## config.mk

```make
export PLATFORM = sky130hd
export DESIGN_NAME = rarm_queue
export DESIGN_NICKNAME = d
export VERILOG_FILES = /design/src/sv/rarm_pkg.sv /design/src/sv/rarm_queue.sv
export SDC_FILE = /design/constraint.sdc
export NUM_CORES = 1
export LEC_CHECK = 0
export BUFFER_PORTS_ARGS = -buffer_cell sky130_fd_sc_hd__buf_2
export CAP_MARGIN = 20
export CORE_UTILIZATION = 40
export CTS_CLUSTER_DIAMETER = 100
export DETAILED_ROUTE_END_ITERATION = 16
export GPL_TIMING_DRIVEN = 0
export SLEW_MARGIN = 20
export SYNTH_ARGS = -nofsm -noshare
export SYNTH_HDL_FRONTEND = slang
export SYNTH_SLANG_ARGS = --single-unit
```

## constraint.sdc

```tcl
create_clock -name clk_i -period 3.9 [get_ports clk_i]
set_input_delay 0.195 -clock clk_i [delete_from_list [all_inputs] [get_ports clk_i]]
set_output_delay 0.195 -clock clk_i [all_outputs]
set_load 0.005 [all_outputs]
```

## src/sv/rarm_pkg.sv

```systemverilog
// rarm_pkg: types, constants and codes shared by the range add / range max unit
// used by rarm_front, rarm_queue, rarm_back and the top level
package rarm_pkg;

  localparam int unsigned DEPTH       = 1024;
  localparam int unsigned VALUE_WIDTH = 32;
  localparam int unsigned ADDR_W      = $clog2(DEPTH);

  // fixed widths of the port fields
  localparam int unsigned POS_W = 11;
  localparam int unsigned AMT_W = 32;
  localparam int unsigned RES_W = 32;
  localparam int unsigned CFG_W = 11;

  localparam logic [CFG_W-1:0] LEN_RESET = CFG_W'(1024);
  // largest usable length that still fits the position fields
  localparam logic [POS_W-1:0] LEN_CAP =
    POS_W'((DEPTH < (2 ** POS_W) - 1) ? DEPTH : (2 ** POS_W) - 1);

  // most negative stored value
  localparam logic [VALUE_WIDTH-1:0] SIGN_MIN = {1'b1, {(VALUE_WIDTH-1){1'b0}}};

  // command queue, depth must be a power of two
  localparam int unsigned QDEPTH = 2;
  localparam int unsigned QPTR_W = $clog2(QDEPTH);
  localparam int unsigned QCNT_W = $clog2(QDEPTH + 1);

  typedef enum logic [1:0] {
    OP_ADD = 2'd0,
    OP_FIN = 2'd1,
    OP_MAX = 2'd2
  } op_e;

  typedef enum logic [1:0] {
    ST_OK    = 2'd0,
    ST_RANGE = 2'd1,
    ST_EMPTY = 2'd2
  } status_e;

  typedef enum logic [1:0] {
    CK_ADD,
    CK_FIN,
    CK_MAX,
    CK_REPORT
  } cmd_kind_e;

  typedef enum logic [2:0] {
    BS_CLEAR,
    BS_IDLE,
    BS_ADD_LO,
    BS_ADD_HI,
    BS_FIN_RUN,
    BS_MAX_RUN,
    BS_DONE
  } back_state_e;

  // classified item as handed from front to back
  typedef struct packed {
    cmd_kind_e               kind;
    status_e                 status;
    logic                    neg_min;   // report carries the most negative value
    logic                    sub_hi;    // add also subtracts past the high end
    logic [ADDR_W-1:0]       lo_addr;
    logic [ADDR_W-1:0]       last_addr; // add: entry past the range, walks: last entry
    logic [VALUE_WIDTH-1:0]  amount;
  } cmd_t;

endpackage

```

## src/sv/rarm_queue.sv

```systemverilog
// rarm_queue: short command queue between front and back
// depends on rarm_pkg (cmd_t, QDEPTH)
module rarm_queue
  import rarm_pkg::*;
(
  input  logic clk_i,
  input  logic rst_ni,
  input  logic push_i,
  input  cmd_t push_cmd_i,
  input  logic pop_i,
  output cmd_t head_o,
  output logic full_o,
  output logic empty_o
);

  cmd_t              entries_q [QDEPTH];
  logic [QPTR_W-1:0] wr_ptr_q;
  logic [QPTR_W-1:0] rd_ptr_q;
  logic [QCNT_W-1:0] count_q;

  assign full_o  = count_q == QCNT_W'(QDEPTH);
  assign empty_o = count_q == '0;
  assign head_o  = entries_q[rd_ptr_q];

  always_ff @(posedge clk_i) begin
    if (push_i) begin
      entries_q[wr_ptr_q] <= push_cmd_i;
    end
  end

  always_ff @(posedge clk_i or negedge rst_ni) begin
    if (!rst_ni) begin
      wr_ptr_q <= '0;
      rd_ptr_q <= '0;
      count_q  <= '0;
    end else begin
      if (push_i) begin
        wr_ptr_q <= wr_ptr_q + QPTR_W'(1);
      end
      if (pop_i) begin
        rd_ptr_q <= rd_ptr_q + QPTR_W'(1);
      end
      if (push_i && !pop_i) begin
        count_q <= count_q + QCNT_W'(1);
      end else if (pop_i && !push_i) begin
        count_q <= count_q - QCNT_W'(1);
      end
    end
  end

endmodule

```

== After elaboration in Yosys (flattened, before gate mapping) ==
Memory sizes are Yosys's and may differ from the RTL's.
Index checks and enable logic that the tools add are counted.

* Bits of input ports: 62
* Bits in writable memories: 116
* Memories: 1
* Register bits: 4

* Mux-type cells: 4
* Equality and inequality tests: 1
* Reductions and logical operators: 6
* $add $sub $neg: 4

{| class="wikitable"
|+ Memory list
! memory !! depth !! width !! read ports !! clocked after Yosys merged registers in !! wr ports !! line !! text
|-
| entries_q || 2 || 58 || 1 || 0 || 1 || rarm_queue.sv:16 || <nowiki>cmd_t entries_q [QDEPTH];</nowiki>
|}

{| class="wikitable"
|+ Operators by type and width
! cell !! count
|-
| 2-to-1 mux 2 bit || 2
|-
| adder 1 bit (second input constant) || 2
|-
| adder 2 x 1 -> 2 bit (second input constant) || 1
|-
| == test 2 bit (second input constant) || 1
|-
| logical AND 1 bit || 2
|-
| logical NOT 1 bit || 2
|-
| logical NOT 2 bit || 1
|-
| 2-to-1 mux 1 bit || 2
|-
| nonzero test 2 bit || 1
|-
| subtractor 2 x 1 -> 2 bit (second input constant) || 1
|}

== Longest topological paths before layout ==
* Depth in word-level cells: 4
* Gate-level depth with buffers: 5
* Mapped depth without buffers: 5

== Worst setup path after synthesis ==
Ideal clock, no wire load.

* Kind: register -> register
* Start: register wr_ptr_q
* End: memory entries_q[0][0] (netlist name) (enable)
* Clock period less this slack: 3,465 ps
* Path slack: 435 ps
* Cell stages (with the launch flop): 2
* Arrival time: 2,984 ps
* Required time: 3,419 ps
* Cell sequence: dfrtp_1 > nor2b_1

{| class="wikitable"
|+ RTL lines
! what !! line !! text
|-
| start: declaration || rarm_queue.sv:17 || <nowiki>logic [QPTR_W-1:0] wr_ptr_q;</nowiki>
|-
| start signal: assignment || rarm_queue.sv:38 || <nowiki>wr_ptr_q <= wr_ptr_q + QPTR_W'(1);</nowiki>
|-
| end: declaration || rarm_queue.sv:16 ||
|}

Straight into the memory's write port.

==> Flow_metrics.wiki <==
{| class="wikitable"
! Metric !! Value
|-
| Run status || completed
|-
| Sequential fraction of the synthesis area || between 80% and 90%
|-
| CTS root buffer || clkbuf_8
|-
| Min setup slack post-route || 1.989 ns
|-
| Die Span X || 107.1 um
|-
| Headroom to the max-slew limit || 69.77%
|-
| Number of buffers added on ports || about 120
|-
| Stage delay of the slowest cell on the critical path || ~0.37 ns
|-
| Clk pwr share || 33.3%
|-
| Mean Syn Cell Area || around 22 sq um
|-
| Post-DR wirelength/cell || 14.43 um
|-
| Area of the core region || 10790 sq um
|-
| Fin crit share || 49.01%
|-
| Static leakage || between 2 and 3 nW
|-
| RSZ-0062 raised after global routing || false
|-
| Power density over cell area || a little under 700 nW/um^2
|-
| Worst-path maximum fanout || 10
|-
| Worst slack, placed || around 2.4 ns
|-
| Mapped cell area || about 4400 sq um
|-
| Average via count per standard cell || 4.522
|-
| Final clock skew || 0.003919 ns
|-
| Cell variety after synth || 14
|-
| Detailed-router iteration count before antenna repair || 4
|-
| DRT antenna net count || 0
|-
| Iteration-0 DRC count of the detailed router || just under 90
|-
| Most used cells in the layout excluding fill and tap cells || 125 x buf_2, 116 x edfxtp_1, 61 x dlygate4sd3_1
|-
| Growth of design area from synthesis to finish || 45.60%
|-
| Number of buffers between clock root and the deepest sink || 2
|-
| Worst endpoint required time || roughly 3.7 ns
|-
| Cell seen most often among critical-path stages || buf_6
|-
| # rows || 38
|-
| Cells taking the most area after synthesis || edfxtp_1 79%, mux2_2 12%, mux2_4 3.4%
|-
| Minimum clock period after layout || 1.911 ns
|-
| Most common library cell in the layout ignoring fill and taps || buf_2
|-
| Fmax || ~520 MHz
|-
| Number of antenna violations at the first check in global routing || 0
|-
| Vias in the first global route || 2638
|-
| Skew-Pair Late Insertion Delay || roughly 0.5 ns
|-
| Actual slew at the worst max-slew pin || roughly 0.45 ns
|-
| # DRC || 0
|-
| First-pass GRT wire length || 12410 um
|-
| Maximum level of the CTS H-tree || 4
|-
| Warning count from the yosys run || 0
|-
| Ports || ~120
|-
| Class of the worst hold path || in -> async
|-
| Num CTS Buffers || 17
|-
| Cell-by-cell listing of the critical path || buf_6 -> buf_6 -> buf_8 -> mux2_4 -> buf_2
|-
| Arr. time, crit path || 1.72 ns
|-
| Combinational fraction of design power || a little over a quarter
|-
| Internal power component || ~0.0033 W
|-
| Endpoint type of the worst setup path || output pin
|-
| Remaining Overflow, GRT || 0
|-
| Kind of cell adding the most delay to the critical path || buffers and inverters
|-
| Post-CTS clock slew at the launch and capture registers of the worst setup and hold paths || around 0.05 ns
|-
| Share of cells above drive strength 1 || between 50% and 60%
|-
| Number of diodes added for antenna fixing || 0
|-
| Net switching share of the total power || between 20% and 30%
|-
| Pins Over Slew Limit || 0
|-
| FF+latch count, synth || 120
|-
| Die height || 107.1 um
|-
| RePlAce Congestion || around 0.66
|-
| Total nets after synthesis || 260
|-
| Vias post-DR || between 2k and 2.5k
|-
| Proportion of netlist area held by the largest area contributor || between 70% and 80%
|-
| Routed Wire Length || 7968 um
|-
| Maximum number of pins on one net before global-route repair || 34
|-
| Worst IR drop on VDD || 0.3602 mV
|-
| Total Die Area || between 10000 and 15000 sq um
|-
| TritonCTS clock tree || done
|-
| Final-report hold violation count || 0
|-
| Final Setup Violations || 0
|-
| Switching pwr || between 0.001 and 0.0015 W
|-
| # nets final || ~460
|-
| Final HPWL DP || ~4700 um
|-
| Starting utilization of the core area || about two fifths
|-
| Critical Path Start Type || register
|-
| Total power draw || between 0.004 and 0.005 W
|-
| All-Layer GR Usage || about 15%
|-
| Yosys top cell by area || edfxtp_1
|-
| Proportion of power drawn by flip-flops and latches || about two fifths
|-
| Maxcap violations || 0
|-
| Buffers and inverters on the worst path || 4
|-
| Syn Inst Count || between 150 and 200
|-
| Number of sinks handled by clock tree synthesis || 120
|-
| CP max stage cell || dfrtp_1
|-
| Category of the most critical setup path || reg -> out
|}
-- Yosys cell counts --
cell / instances
dfrtp_1: 4
xor2_1: 4
buf_8: 1
inv_1: 1
mux2_4: 10
mux2_2: 48
nor2_1: 2
xnor2_1: 1
buf_2: 4
ha_1: 1
buf_6: 2
edfxtp_1: 116
nor2b_1: 2
and2_1: 1
-- worst paths after layout --
kind | startpoint | to | slack [ns] | cells past startpoint
setup / recovery | rd_ptr_q$_DFFE_PN0P_ | head_o[20] | 1.99 | 5
hold / removal | rst_ni | count_q[1]$_DFFE_PN0P_ | 0.05 | 2
setup reg to reg | wr_ptr_q$_DFFE_PN0P_ | entries_q[1][40]$_DFFE_PP_ | 2.45 | 2
hold reg to reg | count_q[1]$_DFFE_PN0P_ | count_q[1]$_DFFE_PN0P_ | 0.50 | 1
max in group asynchronous | rst_ni | rd_ptr_q$_DFFE_PN0P_ | 3.73 | 2
min in group clk_i | push_cmd_i[54] | entries_q[0][54]$_DFFE_PP_ | 0.41 | 2
-- layout make-up --
cell class              count  area (sq um)
fillers                   851          4360
flip-flops and latches    120          3583
repair buffers            185          1276
multi-input cells          69         783.3
clock buffers              18         417.9
well taps                 140         175.2
clock inverters            12         135.1
plain buffers               7         57.56
inverters                   1         3.754
-- metal layers --
metal,vias to the layer above,part of all wire (%),GRT usage (%)
met5,-,0,0
met2,83,51,24.98
met1,1225,42,16.52
met4,0,1.0,7.730
li1,1182,-,-
met3,6,6.4,5.350
-- kinds of logic after synthesis --
group,synth area share [%]
muxes,15.63
buffers and inverters,1.388
DFF,81.11
xor gates and xnor gates,0.9912
and+or+nand+nor,0.5948
adders and majority gates,0.2832
-- power by group through the flow --
stage	Clock, W	Sequential (W)	Combinational, W
global route	0.00154	0.00180	0.00126
finish	0.00146	0.00178	0.00114
floorplan	0	0.00180	0.000664
global placement	0	0.00182	0.00107
CTS	0.00149	0.00178	0.00117
detailed placement	0	0.00180	0.00112
-- worst register-to-register path: cells and delay by family (launching register included) --
family	cells	cell delay (ns)
and+or+nand+nor	1	0.43
DFF	1	0.42
buffers and inverters	1	0.27
-- sequential cells by signal, summed over array words and instances (netlist names) --
register and count:
count_q 2, entries_q 116, rd_ptr_q 1, wr_ptr_q 1
-- metrics by stage --
stage,instance area (sq um),std cells,hold WS [ns],util (%),setup TNS (ns)
2_1_floorplan,4418,197,-0.1006,-,0
3_3_place_gp,5199,458,0.001814,48.17,-70.00
3_5_place_dp,5269,461,0.004333,48.82,0
4_1_cts,6432,552,0.005710,59.60,0
5_1_grt,6432,552,0.02902,59.60,0
6_report,6432,552,0.05324,59.60,0
-- repair_timing --
item,4_1_cts,5_1_grt
endpoints found under the setup margin,0,0
buffers inserted,0,0
resized for setup,0,0
endpoints found under the hold margin,122,0
hold buffers,61,0
Note: power is estimated with default switching activity, not from simulation.
