===== src/sv/rarm_pkg.sv =====
// rarm_pkg: types, constants and codes shared by the range add / range max unit
// used by rarm_front, rarm_queue, rarm_back and the top level
package rarm_pkg;

  localparam int unsigned DEPTH       = 1024;
  localparam int unsigned VALUE_WIDTH = 32;
  localparam int unsigned ADDR_W      = $clog2(DEPTH);

  // fixed widths of the port fields
  localparam int unsigned POS_W = 11;
  localparam int unsigned AMT_W = 32;
  localparam int unsigned RES_W = 32;
  localparam int unsigned CFG_W = 11;

  localparam logic [CFG_W-1:0] LEN_RESET = CFG_W'(1024);
  // largest usable length that still fits the position fields
  localparam logic [POS_W-1:0] LEN_CAP =
    POS_W'((DEPTH < (2 ** POS_W) - 1) ? DEPTH : (2 ** POS_W) - 1);

  // most negative stored value
  localparam logic [VALUE_WIDTH-1:0] SIGN_MIN = {1'b1, {(VALUE_WIDTH-1){1'b0}}};

  // command queue, depth must be a power of two
  localparam int unsigned QDEPTH = 2;
  localparam int unsigned QPTR_W = $clog2(QDEPTH);
  localparam int unsigned QCNT_W = $clog2(QDEPTH + 1);

  typedef enum logic [1:0] {
    OP_ADD = 2'd0,
    OP_FIN = 2'd1,
    OP_MAX = 2'd2
  } op_e;

  typedef enum logic [1:0] {
    ST_OK    = 2'd0,
    ST_RANGE = 2'd1,
    ST_EMPTY = 2'd2
  } status_e;

  typedef enum logic [1:0] {
    CK_ADD,
    CK_FIN,
    CK_MAX,
    CK_REPORT
  } cmd_kind_e;

  typedef enum logic [2:0] {
    BS_CLEAR,
    BS_IDLE,
    BS_ADD_LO,
    BS_ADD_HI,
    BS_FIN_RUN,
    BS_MAX_RUN,
    BS_DONE
  } back_state_e;

  // classified item as handed from front to back
  typedef struct packed {
    cmd_kind_e               kind;
    status_e                 status;
    logic                    neg_min;   // report carries the most negative value
    logic                    sub_hi;    // add also subtracts past the high end
    logic [ADDR_W-1:0]       lo_addr;
    logic [ADDR_W-1:0]       last_addr; // add: entry past the range, walks: last entry
    logic [VALUE_WIDTH-1:0]  amount;
  } cmd_t;

endpackage


===== src/sv/rarm_front.sv =====
// rarm_front: length register, input handshake and item classification
// depends on rarm_pkg; feeds rarm_queue
module rarm_front
  import rarm_pkg::*;
(
  input  logic                    clk_i,
  input  logic                    rst_ni,
  input  logic                    in_valid_i,
  output logic                    in_ready_o,
  input  logic [1:0]              op_i,
  input  logic [POS_W-1:0]        low_position_i,
  input  logic [POS_W-1:0]        high_position_i,
  input  logic signed [AMT_W-1:0] amount_i,
  input  logic                    cfg_valid_i,
  output logic                    cfg_ready_o,
  input  logic [CFG_W-1:0]        length_in_use_i,
  input  logic                    init_done_i,
  input  logic                    q_full_i,
  output logic                    push_o,
  output cmd_t                    cmd_o
);

  logic [CFG_W-1:0] len_q;
  logic [POS_W-1:0] len_cfg;
  logic [POS_W-1:0] eff_len;
  logic             pos_bad;
  logic             range_empty;

  assign cfg_ready_o = 1'b1;

  always_ff @(posedge clk_i or negedge rst_ni) begin
    if (!rst_ni) begin
      len_q <= LEN_RESET;
    end else if (cfg_valid_i) begin
      len_q <= length_in_use_i;
    end
  end

  assign in_ready_o = init_done_i && !q_full_i;
  assign push_o     = in_valid_i && in_ready_o;

  assign len_cfg     = POS_W'(len_q);
  assign eff_len     = (len_cfg > LEN_CAP) ? LEN_CAP : len_cfg;
  assign pos_bad     = (low_position_i == '0) || (low_position_i > eff_len) ||
                       (high_position_i > eff_len);
  assign range_empty = high_position_i < low_position_i;

  always_comb begin
    cmd_o           = '0;
    cmd_o.kind      = CK_REPORT;
    cmd_o.status    = ST_OK;
    cmd_o.amount    = VALUE_WIDTH'(amount_i);
    cmd_o.lo_addr   = ADDR_W'(low_position_i - POS_W'(1));
    unique case (op_i)
      OP_ADD: begin
        if (pos_bad) begin
          cmd_o.status = ST_RANGE;
        end else if (range_empty) begin
          cmd_o.status = ST_EMPTY;
        end else begin
          cmd_o.kind      = CK_ADD;
          cmd_o.sub_hi    = high_position_i < eff_len;
          cmd_o.last_addr = ADDR_W'(high_position_i);
        end
      end
      OP_FIN: begin
        // a store of zero or one entries is already its own prefix sum
        cmd_o.lo_addr = '0;
        if (eff_len > POS_W'(1)) begin
          cmd_o.kind      = CK_FIN;
          cmd_o.last_addr = ADDR_W'(eff_len - POS_W'(1));
        end
      end
      OP_MAX: begin
        if (pos_bad) begin
          cmd_o.status = ST_RANGE;
        end else if (range_empty) begin
          cmd_o.status  = ST_EMPTY;
          cmd_o.neg_min = 1'b1;
        end else begin
          cmd_o.kind      = CK_MAX;
          cmd_o.last_addr = ADDR_W'(high_position_i - POS_W'(1));
        end
      end
      default: begin
        cmd_o.status = ST_RANGE;
      end
    endcase
  end

endmodule


===== config.mk =====
export PLATFORM = sky130hd
export DESIGN_NAME = rarm_front
export DESIGN_NICKNAME = d
export VERILOG_FILES = /design/src/sv/rarm_pkg.sv /design/src/sv/rarm_front.sv
export SDC_FILE = /design/constraint.sdc
export NUM_CORES = 1
export LEC_CHECK = 0
export ABC_CLOCK_PERIOD_IN_PS = 3540
export BUFFER_PORTS_ARGS = -buffer_cell sky130_fd_sc_hd__buf_2
export CAP_MARGIN = 5
export CORE_MARGIN = 3
export CORE_UTILIZATION = 45
export DETAILED_ROUTE_END_ITERATION = 16
export PLACE_DENSITY_LB_ADDON = 0.25
export SLEW_MARGIN = 20
export SYNTH_ARGS = -nofsm -noshare
export SYNTH_HDL_FRONTEND = slang
export SYNTH_SLANG_ARGS = --single-unit

===== constraint.sdc =====
create_clock -name clk_i -period 3.54 [get_ports clk_i]
set_input_delay 0.177 -clock clk_i [delete_from_list [all_inputs] [get_ports clk_i]]
set_output_delay 0.177 -clock clk_i [all_outputs]
set_load 0.005 [all_outputs]

; Yosys cells after proc, flatten, opt, wreduce, memory -nomap -nowiden
; Cells that the tools add are included.
[op_classes]
magnitude_cmp = 6
n_shift = 0
bitwise_logic = 0
mul = 0
n_mux = 24
addsub = 3
n_eq_ne = 2
n_reduce_logical = 7
div = 0
[op_table]
columns = operator, n
row1 = 2-to-1 mux 10 bit, 6
row2 = case mux 10 bit (3 select lines), 1
row3 = "subtractor 10 x 1 -> 10 bit, second input constant", 3
row4 = > comparator 11 bit, 2
row5 = less-than comparator 11 bit, 2
row6 = 2-to-1 mux 2 bit, 6
row7 = case mux 2 bit (3 select lines), 2
row8 = "> comparator 11 x 1 -> 1 bit, second input constant", 1
row9 = "> comparator 11 bit, second input constant", 1
row10 = logical NOT 11 bit, 1
row11 = 2-to-1 mux 11 bit, 1
row12 = 2-to-1 mux 1 bit, 7
row13 = 2-to-1 mux 3 bit, 1
row14 = "== test 2 x 1 -> 1 bit, second input constant", 1
row15 = "== test 2 bit, second input constant", 1
row16 = logical AND 1 bit, 2
row17 = logical NOT 2 bit, 1
row18 = logical OR 1 bit, 2
row19 = logical NOT 1 bit, 1
[totals]
latch_bits = 0
mem_count = 0
romBits = 0
ramBits = 0
input_bits = 73
reg_bits = 11

; Depth between registers and ports, before layout
[depth]
ltp_word = 7
mapped_depth = 10
depth_no_buf = 9

; Least setup slack after synthesis
; No wires, ideal clock.
[synth_path]
kind = reg2out
startpoint = register len_q[10] (netlist: len_cfg[10])
endpoint = output port cmd_o[32] (netlist name)
path_slack_ns = 0.693
required_ns = 3.363
arrival_ns = 2.670
stages_incl_launch_ff = 11
cell_sequence = dfstp_2 > clkinv_1 > clkbuf_1 > nand2_1 > ha_1 > and3_1 > a221oi_1 > nor4bb_1 > o221ai_1 > buf_2 > o32ai_1
[synth_rtl]
columns = item, line_no
row1 = start: declaration, rarm_front.sv:23  ; logic [CFG_W-1:0] len_q;
row2 = start signal: assignment, rarm_front.sv:35  ; len_q <= length_in_use_i;
row3 = end: declaration, rarm_front.sv:20  ; output cmd_t cmd_o

==> reports/results.ini <==
[yosys]
synth-edff-count = 0
ys_ff_latch = 11
postSynthAreaPerCell_um2 = 7.93
synthesis.nets = 390
synthArstFlopShare = 1.00
ys_seq_area_frac = 0.124
ys_types = 51
synth_warnings = 0
synth_ff_type = dfrtp_1
syn_area_mm2 = 0.00223
syn_inst = 281

[clocking]
cts.path.max_buffers = 2
cts_root_buf = clkbuf_8
htreeDepth = 1
post-cts-setup-buffers = 0
cts_tree = built
cts_buffers = 3
clock_sinks = 11
clk_latency_ns = 0.23
clkTransAtPathRegs_ns = 0.05

[sta]
tns_ns = 0
skew_ns = 0
period_share = 0.915
finalHoldViolations = 0
drv_slew = 0
fmax_ghz = 0.309
tightest_slew_ns = 0.701
slew_headroom = 0.528
period_needed_ns = 3.24
final-setup-viol-count = 0
worst_slack_ns = 0.301
rsz0062_at_grt = false

[place]
gp_routability_congestion = 0.943
post-place-ws_ns = -0.0626
portBuffers = 68
dpl.cell_count = 375
place_hpwl_um = 5210

[outcome]
status = completed

[layout]
drive_gt1_frac = 0.286
synthToLayoutAreaGrowth_pct = 11.1
stdcell_count = 380
layout.nets = 425
largest_register_ffs = 11
n_antenna_cell = 0

[routing]
dr.pass1.iters = 4
drtIter0Drc = 151
viasPerCell = 5.68
wl_per_cell_um = 16.2
ant_nets = 0
routed_wl_um = 6140
drc = 0
routed-via-count = 2159

[grt]
antenna_found_initial = 0
grt.overflow.total = 0
grt_usage = 0.207
grt_max_degree = 19
grt_pass1_vias = 2075
grt_pass1_wl_um = 10200

[setup_path]
arrival_ns = 3.06
reg2reg_to = len_cfg[10]$_DFFE_PN1P_
crit_path_end_kind = output port
ff2ff_setup_slack_ns = 2.44
reg2reg_depth = 2
worstPathMaxFanout = 18
crit_type = flip-flop to output port
crit_required_ns = 3.36
r2r-start = len_cfg[10]$_DFFE_PN1P_
start_kind = flip-flop

[power]
cellLeakagePower_nw = 1.18
peakVddDrop_mv = 0.194
power_density_mw_per_mm2 = 249

[worst_hold_path]
hp-class = input pin to flip-flop
min_from = length_in_use_i[9]
min_to = len_cfg[9]$_DFFE_PN0P_
worstHoldPathCells = 3

[floorplan]
dieArea_mm2 = 0.00583
initial_core_util = 0.488
pin_count = 134
fp-row-count = 24
core_area_mm2 = 0.00456
fp.dieH_um = 76.4
die_x_um = 76.4

[flow_run]
max_cap_violations = 0

-- metal layers --
metal	track usage	routed length, um	vias up
li1	-	-	1062
met1	0.303	2840	999
met2	0.317	2690	78
met3	0.0319	524	20
met4	0.0471	89	0
met5	0	0	-
-- placed cells by master, fill, tap and decap left out, drive strengths merged, types with 5 or more instances in the layout --
| cell | instances |
|---|---|
| o32ai | 5 |
| mux2 | 9 |
| nand2 | 24 |
| nor2 | 23 |
| xor2 | 7 |
| nor4 | 7 |
| nand4 | 7 |
| dfrtp | 10 |
| buf | 69 |
| nor3 | 8 |
| a21oi | 10 |
| o21ai | 13 |
| inv | 16 |
| ha | 36 |
| xnor2 | 13 |
-- critical path: stages, from the launching register on --
cell	delay (ns)
dfstp_2	0.58
clkinv_2	0.22
nand2_1	0.17
ha_1	0.24
and3_1	0.21
a221oi_1	0.25
nor4bb_4	0.41
o221ai_4	0.24
o32ai_1	0.35
buf_2	0.17
-- metrics by stage --
stage	utilization	hold WS [ns]	instance area, um2	total power, mW
floorplan	-	-0.119	2230	0.390
global placement	0.520	0.0537	2370	0.473
detailed placement	0.520	0.0584	2370	0.477
CTS	0.534	0.162	2440	0.606
global route	0.542	0.160	2480	0.678
finish	0.542	0.164	2480	0.618
-- logic make-up after synthesis --
| group | synth area share |
|---|---|
| buf+inv | 0.156 |
| flops | 0.124 |
| xor+xnor | 0.0786 |
| fa+ha+maj | 0.202 |
| mux | 0.0455 |
| compound gates | 0.184 |
| other cells | 0.00168 |
| simple gates | 0.209 |
-- synthesized netlist by cell type, drive strengths merged (5+ instances only) --
master | count | share of area
nand4 | 7 | 0.020
nor3 | 8 | 0.023
xnor2 | 13 | 0.051
mux2 | 9 | 0.045
o21ai | 13 | 0.029
nor4 | 7 | 0.020
nor2 | 23 | 0.039
o32ai | 5 | 0.020
buf | 35 | 0.12
inv | 16 | 0.027
nand2 | 24 | 0.040
dfrtp | 10 | 0.11
ha | 36 | 0.20
xor2 | 7 | 0.028
a21oi | 10 | 0.022
clkbuf | 5 | 0.0084
-- area by class of cell --
| type | instances | area (um2) |
|---|---|---|
| Sequential cell | 11 | 277 |
| Clock buffer | 4 | 45.0 |
| Inverter | 17 | 65.1 |
| Multi-Input combinational cell | 213 | 1650 |
| Fill cell | 478 | 2090 |
| Timing Repair Buffer | 70 | 358 |
| Tap cell | 65 | 81.3 |
-- worst max-delay path by stage --
stage / from / end / slack, ns / depth (start not counted)
after floorplan: len_cfg[10]$_DFFE_PN1P_ / cmd_o[32] / 0.69 / 10
after global placement: len_cfg[10]$_DFFE_PN1P_ / cmd_o[33] / 0.09 / 9
after detailed placement: len_cfg[10]$_DFFE_PN1P_ / cmd_o[33] / -0.06 / 9
after CTS: len_cfg[10]$_DFFE_PN1P_ / cmd_o[33] / 0.12 / 9
after global routing: len_cfg[10]$_DFFE_PN1P_ / cmd_o[32] / 0.03 / 9
final: len_cfg[10]$_DFFE_PN1P_ / cmd_o[33] / 0.30 / 9
-- power by group --
group / leakage, nW / switching (mW) / internal (mW) / total (mW)
sequential: 0.128 / 0.0235 / 0.139 / 0.163
combinational: 1.02 / 0.186 / 0.147 / 0.333
clock: 0.0228 / 0.0432 / 0.0787 / 0.122
-- timing repair --
action | CTS | global route
pin swaps | 0 | 0
resized for setup | 2 | 4
hold endpoints to repair | 10 | 0
hold buffers | 1 | 0
setup endpoints to repair | 11 | 10
No activity file was read; power rests on OpenSTA's default activity.
